$ cat config.mk
export PLATFORM = sky130hd
export DESIGN_NAME = ism_cell
export DESIGN_NICKNAME = d
export VERILOG_FILES = /design/src/design/interval_set_merge_unit_defines.svh /design/src/design/ism_pkg.sv /design/src/design/ism_cell.sv
export SDC_FILE = /design/constraint.sdc
export NUM_CORES = 1
export LEC_CHECK = 0
export CORE_AREA = 2 2 193 195
export DETAILED_ROUTE_END_ITERATION = 7
export DIE_AREA = 0 0 195 197
export DONT_BUFFER_PORTS = 1
export GPL_TIMING_DRIVEN = 0
export SLEW_MARGIN = 5
export SYNTH_ARGS = -nofsm -noshare
export SYNTH_HDL_FRONTEND = slang
export SYNTH_SLANG_ARGS = --single-unit
$ cat constraint.sdc
create_clock -name clk -period 4.8 [get_ports clk]
set_input_delay 0.72 -clock clk [delete_from_list [all_inputs] [get_ports clk]]
set_output_delay 0.72 -clock clk [all_outputs]
set_load 0.02 [all_outputs]
$ cat src/design/interval_set_merge_unit_defines.svh
// ----------------------------------------------------------------------------
// Interval set merge unit: assertion macros
// Shared checking macros for the interval set merge unit.
// ----------------------------------------------------------------------------
`ifndef INTERVAL_SET_MERGE_UNIT_DEFINES_SVH
`define INTERVAL_SET_MERGE_UNIT_DEFINES_SVH

// The condition must never hold while out of reset.
`define ISM_CHK_NEVER(lbl, cond, msg) \
  lbl: assert property (@(posedge clk) disable iff (!rst_n) !(cond)) else $error(msg);

// The consequent must hold in the same cycle as the antecedent.
`define ISM_CHK_SAME(lbl, ante, cons, msg) \
  lbl: assert property (@(posedge clk) disable iff (!rst_n) (ante) |-> (cons)) \
    else $error(msg);

// The consequent must hold in the cycle after the antecedent.
`define ISM_CHK_NEXT(lbl, ante, cons, msg) \
  lbl: assert property (@(posedge clk) disable iff (!rst_n) (ante) |=> (cons)) \
    else $error(msg);

`endif

$ cat src/design/ism_pkg.sv
// ----------------------------------------------------------------------------
// Interval set merge package
// Types and constants shared by the merge unit and its range cells.
// ----------------------------------------------------------------------------
package ism_pkg;

  localparam int OFS_W     = 48;
  localparam int CNT_OUT_W = 5;

  typedef logic [OFS_W-1:0] ofs_t;

  typedef struct packed {
    ofs_t range_begin;
    ofs_t range_end;
  } in_item_t;

  typedef struct packed {
    logic                 rejected;
    logic                 merged;
    logic                 overflow;
    logic [CNT_OUT_W-1:0] range_count;
    ofs_t                 first_begin;
    ofs_t                 first_end;
  } out_item_t;

  typedef enum logic [1:0] {
    ST_IDLE,
    ST_UPD,
    ST_ABS
  } state_t;

  typedef enum logic [2:0] {
    OP_HOLD,
    OP_FLAG,
    OP_MERGE,
    OP_ABSORB,
    OP_INSERT
  } cell_op_t;

  typedef struct packed {
    cell_op_t op;
    ofs_t     range_begin;
    ofs_t     range_end;
  } cell_ctl_t;

  // What one cell shows to its neighbours.
  typedef struct packed {
    ofs_t start;
    ofs_t stop;
    logic hit;
    logic lt;
    logic ge;
  } link_t;

  typedef struct packed {
    ofs_t start;
    ofs_t stop;
  } range_t;

  // A range ending at a_end overlaps or abuts one starting at b_begin.
  // The end + 1 is taken one bit wider so that it cannot wrap.
  function automatic logic touches(ofs_t a_end, ofs_t b_begin);
    logic [OFS_W:0] a_inc;
    a_inc = {1'b0, a_end} + {{OFS_W{1'b0}}, 1'b1};
    return (b_begin == '0) || (a_inc >= {1'b0, b_begin});
  endfunction

endpackage

$ cat src/design/ism_cell.sv
// ----------------------------------------------------------------------------
// Interval set merge range cell
// Holds one stored range and its compare flags, and trades ranges with its
// neighbours when a range is inserted or when merged ranges are squeezed out.
// ----------------------------------------------------------------------------
module ism_cell (
  input  logic              clk,
  input  ism_pkg::cell_ctl_t ctl_i,
  input  logic              vld_i,
  input  ism_pkg::link_t    left_i,
  input  ism_pkg::link_t    right_i,
  output ism_pkg::link_t    link_o,
  output ism_pkg::range_t   nxt_o
);

  ism_pkg::ofs_t start_r, start_nxt;
  ism_pkg::ofs_t stop_r, stop_nxt;
  logic          hit_r, hit_nxt;
  logic          lt_r, lt_nxt;
  logic          ge_r, ge_nxt;
  logic          first;

  // This cell is the lowest one that the new range touches.
  assign first = hit_r && !left_i.hit;

  always_comb begin
    start_nxt = start_r;
    stop_nxt  = stop_r;
    hit_nxt   = hit_r;
    lt_nxt    = lt_r;
    ge_nxt    = ge_r;
    case (ctl_i.op)
      ism_pkg::OP_FLAG: begin
        hit_nxt = vld_i && ism_pkg::touches(ctl_i.range_end, start_r)
                  && ism_pkg::touches(stop_r, ctl_i.range_begin);
        lt_nxt  = vld_i && (ctl_i.range_begin < start_r);
        ge_nxt  = !vld_i || ism_pkg::touches(stop_r, ctl_i.range_begin);
      end
      ism_pkg::OP_MERGE: begin
        if (first) begin
          start_nxt = (start_r < ctl_i.range_begin) ? start_r : ctl_i.range_begin;
          stop_nxt  = (stop_r > ctl_i.range_end) ? stop_r : ctl_i.range_end;
        end
      end
      ism_pkg::OP_ABSORB: begin
        if (first) begin
          stop_nxt = (stop_r > right_i.stop) ? stop_r : right_i.stop;
        end else if (left_i.ge) begin
          start_nxt = right_i.start;
          stop_nxt  = right_i.stop;
          hit_nxt   = right_i.hit;
        end
      end
      ism_pkg::OP_INSERT: begin
        if (lt_r || !vld_i) begin
          if (left_i.lt) begin
            start_nxt = left_i.start;
            stop_nxt  = left_i.stop;
          end else begin
            start_nxt = ctl_i.range_begin;
            stop_nxt  = ctl_i.range_end;
          end
        end
      end
      default: begin
        start_nxt = start_r;
      end
    endcase
  end

  always_ff @(posedge clk) begin
    start_r <= start_nxt;
    stop_r  <= stop_nxt;
    hit_r   <= hit_nxt;
    lt_r    <= lt_nxt;
    ge_r    <= ge_nxt;
  end

  assign link_o.start = start_r;
  assign link_o.stop  = stop_r;
  assign link_o.hit   = hit_r;
  assign link_o.lt    = lt_r;
  assign link_o.ge    = ge_r;

  assign nxt_o.start = start_nxt;
  assign nxt_o.stop  = stop_nxt;

endmodule

Yosys cells after proc, flatten, opt, wreduce, memory -nomap -nowiden
Cells that the tools add are included.

word-level totals
  output and inout bits = 195
  register bits = 99
  memories kept = 0
  latch bits = 0
  ROM bits = 0
  bits in writable memories = 0
  input port bits = 299

operators by class
  $add $sub $neg = 2
  multiplexer cells = 18
  equality and inequality tests = 6
  reduce and logical (&&, ||, !) cells = 14
  order comparisons = 6
  bitwise operators = 0
  divide/modulo/power cells = 0
  shift operators = 0
  multiply operators = 0

operators by type and width
  operator                                                         count
  48-bit 2-to-1 mux                                                13
  48-bit case mux with 3 select lines                              2
  48-bit by 1-bit adder with 49-bit output, second input constant  2
  49-bit by 48-bit >= comparator with 1-bit output                 2
  48-bit > comparator                                              2
  48-bit zero test                                                 2
  48-bit < comparator                                              2
  3-bit by 2-bit == test with 1-bit output, second input constant  2
  1-bit logical AND                                                4
  1-bit logical OR                                                 4
  2-bit inequality test, second input constant                     2
  3-bit by 1-bit == test with 1-bit output, second input constant  1
  3-bit == test, second input constant                             1
  3-bit AND reduction                                              1
  1-bit zero test                                                  2
  1-bit 2-to-1 mux                                                 2
  1-bit case mux with 2 select lines                               1
  2-bit nonzero test                                               1

Depth between registers and ports, before layout
  word-level depth = 6
  mapped depth = 17

Worst setup path before layout
No wires, ideal clock.

  path type = input -> register
  start = input ctl_i[15] in the netlist's numbering
  end = register hit_r, data pin
  arrival time = 3.937 ns
  path buffers = 0
  data required time = 4.532 ns
  setup slack = 0.595 ns
  stages on the path = 16
  path through = nand4_1 -> nor4_1 -> nand4_1 -> nor2_1 -> nand2_1 -> nor4_1 -> nand3_1 -> xnor2_1 -> ha_1 -> a21o_1 -> a21oi_1 -> o21ai_0 -> a21o_1 -> a211o_1 -> a2111oi_0 -> o31ai_1

between the ends
  cells in the longest elaborated chain, start to end = 6

RTL lines
  element                                           line            RTL
  start, declared                                   ism_cell.sv:8   input ism_pkg::cell_ctl_t ctl_i,
  48-bit by 1-bit adder with 49-bit output          ism_pkg.sv:64   a_inc = {1'b0, a_end} + {{OFS_W{1'b0}}, 1'b1};
  49-bit by 48-bit >= comparator with 1-bit output  ism_pkg.sv:65   return (b_begin == '0) || (a_inc >= {1'b0, b_begin});
  1-bit logical OR                                  ism_pkg.sv:65
  1-bit logical AND                                 ism_cell.sv:34  hit_nxt = vld_i && ism_pkg::touches(ctl_i.range_end, start_r)
  1-bit logical AND                                 ism_cell.sv:35  && ism_pkg::touches(stop_r, ctl_i.range_begin);
  1-bit case mux with 2 select lines                ism_cell.sv:32  case (ctl_i.op)
  named net hit_nxt                                 ism_cell.sv:18  logic hit_r, hit_nxt;
  end signal, assigned                              ism_cell.sv:74  hit_r <= hit_nxt;
  end, declared                                     ism_cell.sv:18

The timed path passes the listed nets, and every way through them passes these cells.
A chain may end at the register's enable or synchronous reset.

==> key figures <==
Finish
  – Net count reported at finish: 2512
  – Area delta synth->final: 7.56%
  – Non-Filler Instances: 2456
  – Layout cells sized above 1: 0.0476
  – Fillers: 3886
  – Design area: 15300 um2

Die
  – IO Count: 494
  – Core area: 36300 um2
  – Die Ht: 197 um
  – Die Width: 195 um
  – Initial Util: 0.391
  – Full die area: 38400 um2
  – Rows: 70

Pwr
  – Peak supply drop: ~230 uV
  – Static leakage: 0.00678 uW
  – P per Cell Area: 353 nW/um2
  – Final Total Pwr: 5380 uW

CTS
  – Inserted Clock Buffers: 9
  – CTS tree: yes
  – Root buf cell: clkbuf_16
  – Hold Buf Count CTS: 0
  – Clock Tree Buf Depth: 2
  – Clk_lat worst skew: 0.40 ns
  – H-tree depth: 3
  – Clock sink count: 99
  – Clk pin slew, worst setup/hold paths: 0.08 ns

Min path
  – Worst hold stages: 1
  – Hold crit path type: in2reg
  – Hold Path End: ge_r
  – Beginning of the worst hold path: vld_i

Setup path
  – Critical path's largest stage delay: 0.76 ns
  – Maximum fanout along the worst path: 10
  – Worst Reg2Reg Path Length in Cells: 16
  – Worst Setup End Kind: primary output
  – Arrival time worst endpoint: 4.00 ns
  – Internal reg-to-reg setup slack: 0.30 ns
  – CP startpoint kind: register
  – Setup CP Type: reg2out
  – Crit path max-delay cell type: dfxtp_1
  – Req. time, crit path: 4.08 ns
  – RR Startpoint: stop_r[3]
  – FF-to-FF End: hit_r
  – Critical path cell sequence: ha_1 > and3_1 > nand3_1 > or4_1 > nor4_2 > a221oi_1 > o211ai_2 > nor3b_4 > buf_4 > buf_6 > a221o_1

STA
  – Final hold vios: 0
  – Fin crit share: 0.983
  – Least-Margin Pin Slew: 0.990 ns
  – Unrepaired setup endpoints after global routing: true
  – Fin. max-slew vios: 0
  – Fmax: 212 MHz
  – Final min period: 4.72 ns
  – Final WS setup: a little over 0.08 ns
  – Final setup TNS: 0 ns
  – Layout Skew: 0.0119 ns
  – Final Setup Violations: 0
  – Worst rel slew slack: 0.340

Yosys
  – Main synth FF type: dfxtp_1
  – Seq cells post-synth: 99
  – Syn Inst Count: between 1500 and 2000
  – Cell area after synthesis: around 14000 um2
  – Synth unique cells: 58
  – Syn Area/Cell: ~7.2 um2
  – Count of flip-flops with a built-in enable after synthesis: 3
  – Syn_nets: 2501
  – Post-synthesis async set-or-reset flop share: 0
  – Sequential share of the synthesized area: 0.142
  – Yosys synthesis warning count: 0

Drt
  – Drt total wl: 78100 um
  – Routed Antenna Nets: 0
  – DRT Pass-1 Iters: 8
  – Vias per cell: ~6.7
  – Routed wire per std cell: 31.8 um
  – DRT iter0 DRCs: between 1500 and 2000
  – Via count: between 15000 and 20000
  – Remaining DRCs: 0

Run
  – Max Cap Viol: 0

Place
  – HPWL after detailed placement: 65400 um
  – Port Buffers: 0
  – Pre-CTS setup slack: -0.690 ns
  – Dpl cells: 2428
  – Gp weighted congestion: ~1.1
  – Post-DP Area: 14800 um2

Global routing
  – Total track usage: 0.391
  – Initial antenna violation count: 13
  – Largest net degree at the start of global routing: 17
  – Vias in the first global route: between 15000 and 20000
  – Total global routing overflow: 0
  – First-pass GRT wire length: between 100000 and 150000 um

Outcome
  – Status: complete, no violations
-- logic make-up after synthesis --
kind of cell    after synthesis  synth area share
buf+inv                     304            0.0846
simple gates                545             0.183
xor+xnor                     92            0.0568
compound gates              630             0.286
mux                          48            0.0339
fa+ha+maj                   242             0.213
flops                        99             0.142
-- metal layers --
metal | track usage | share of wire | vias to the layer above
met2 | 0.626 | 0.44 | 1159
met3 | 0.102 | 0.11 | 235
met1 | 0.469 | 0.38 | 7708
met4 | 0.240 | 0.064 | 0
li1 | - | - | 7299
met5 | 0 | 0 | -
-- layout make-up --
class	count	area, um2	share of cell area
Clock inverter	7	92.6	0.00607
Buffer	102	457	0.0299
Antenna cell	12	30.0	0.00197
Tap cell	468	586	0.0384
Multi-Input combinational cell	1557	11100	0.725
Sequential cell	99	2050	0.134
Inverter	202	758	0.0497
Clock buffer	9	225	0.0148
-- cells in the mapped netlist (2+ instances only) --
cell type	count	area share
mux2i_1	48	0.034
nand4_1	59	0.026
a31oi_1	4	0.0018
nand3_1	66	0.023
or4_1	4	0.0021
a21oi_1	217	0.077
a221o_1	97	0.068
buf_4	4	0.0021
o21a_1	7	0.0037
clkbuf_1	82	0.022
o22ai_1	48	0.021
nor2b_1	8	0.0035
nor3_1	28	0.0099
a211oi_1	12	0.0063
o31a_1	2	0.0012
and3_1	17	0.0075
ha_1	242	0.21
o21bai_1	4	0.0021
inv_1	200	0.053
a22oi_1	49	0.026
o211ai_1	9	0.0048
nor4_1	39	0.017
nand2_1	135	0.036
edfxtp_1	3	0.0063
nor2_1	159	0.042
or2_2	3	0.0013
a221oi_1	4	0.0025
a2111oi_0	5	0.0031
a21o_1	23	0.012
a211o_1	3	0.0019
and4_1	6	0.0037
or3_1	6	0.0026
buf_6	5	0.0040
buf_1	5	0.0013
a21boi_0	2	0.0011
clkinv_1	2	0.00053
xor2_1	17	0.010
dfxtp_1	96	0.14
xnor2_1	75	0.046
nand2b_1	6	0.0026
o21ai_0	133	0.047
and2_1	3	0.0013
o31ai_1	3	0.0016
buf_2	6	0.0021
-- how the worst max path moves through the flow --
stage,slack [ns],from,end,cells after the start
finish,0.08,start_r[43],nxt_o[59],11
global placement,-0.71,ctl_i[15],hit_r,16
CTS,0.005,start_r[28],nxt_o[64],11
detailed placement,-0.69,ctl_i[15],hit_r,16
floorplan,0.60,ctl_i[15],hit_r,16
global route,-0.003,stop_r[3],hit_r,16
-- report_power, final --
group,internal [uW],total [uW],switching (uW)
clock,456,863,407
combinational,979,2640,1660
sequential,1040,1880,841
-- registers in the layout (all words and copies together), names as in the netlist --
register / flops
start_r: 48
stop_r: 48
ge_r: 1
lt_r: 1
hit_r: 1
-- cells in the final DEF, fill, tap and decap left out, drive strengths merged, types with 59 or more instances in the layout --
| master | synthesis | routed |
|---|---|---|
| nand3 | 66 | 66 |
| clkbuf | 82 | 90 |
| xnor2 | 75 | 75 |
| nand4 | 59 | 59 |
| ha | 242 | 242 |
| a21oi | 217 | 217 |
| nand2 | 135 | 135 |
| nor2 | 159 | 159 |
| a221o | 97 | 97 |
| dfxtp | 96 | 96 |
| inv | 200 | 200 |
| o21ai | 134 | 134 |
-- repair_timing --
action | in CTS | in global routing
buffers inserted | 0 | 0
resized for setup | 26 | 41
endpoints found under the setup margin | 50 | 61
pin swaps | 0 | 1
-- worst max-delay path, delay by kind of cell (launching register included) --
kind / cells / cell delay [ns]
DFF: 1 / 0.76
buffers and inverters: 2 / 0.43
adders and majority gates: 1 / 0.23
and+or+nand+nor: 5 / 1.50
AOI/OAI and AO/OA: 3 / 0.66
-- metrics by stage --
stage	utilization	hold WS (ns)
6_report	0.421	0.467
5_1_grt	0.421	0.462
4_1_cts	0.418	0.458
3_5_place_dp	0.408	0.870
3_3_place_gp	0.408	0.865
2_1_floorplan	-	0.801
No activity file was read; power rests on OpenSTA's default activity.
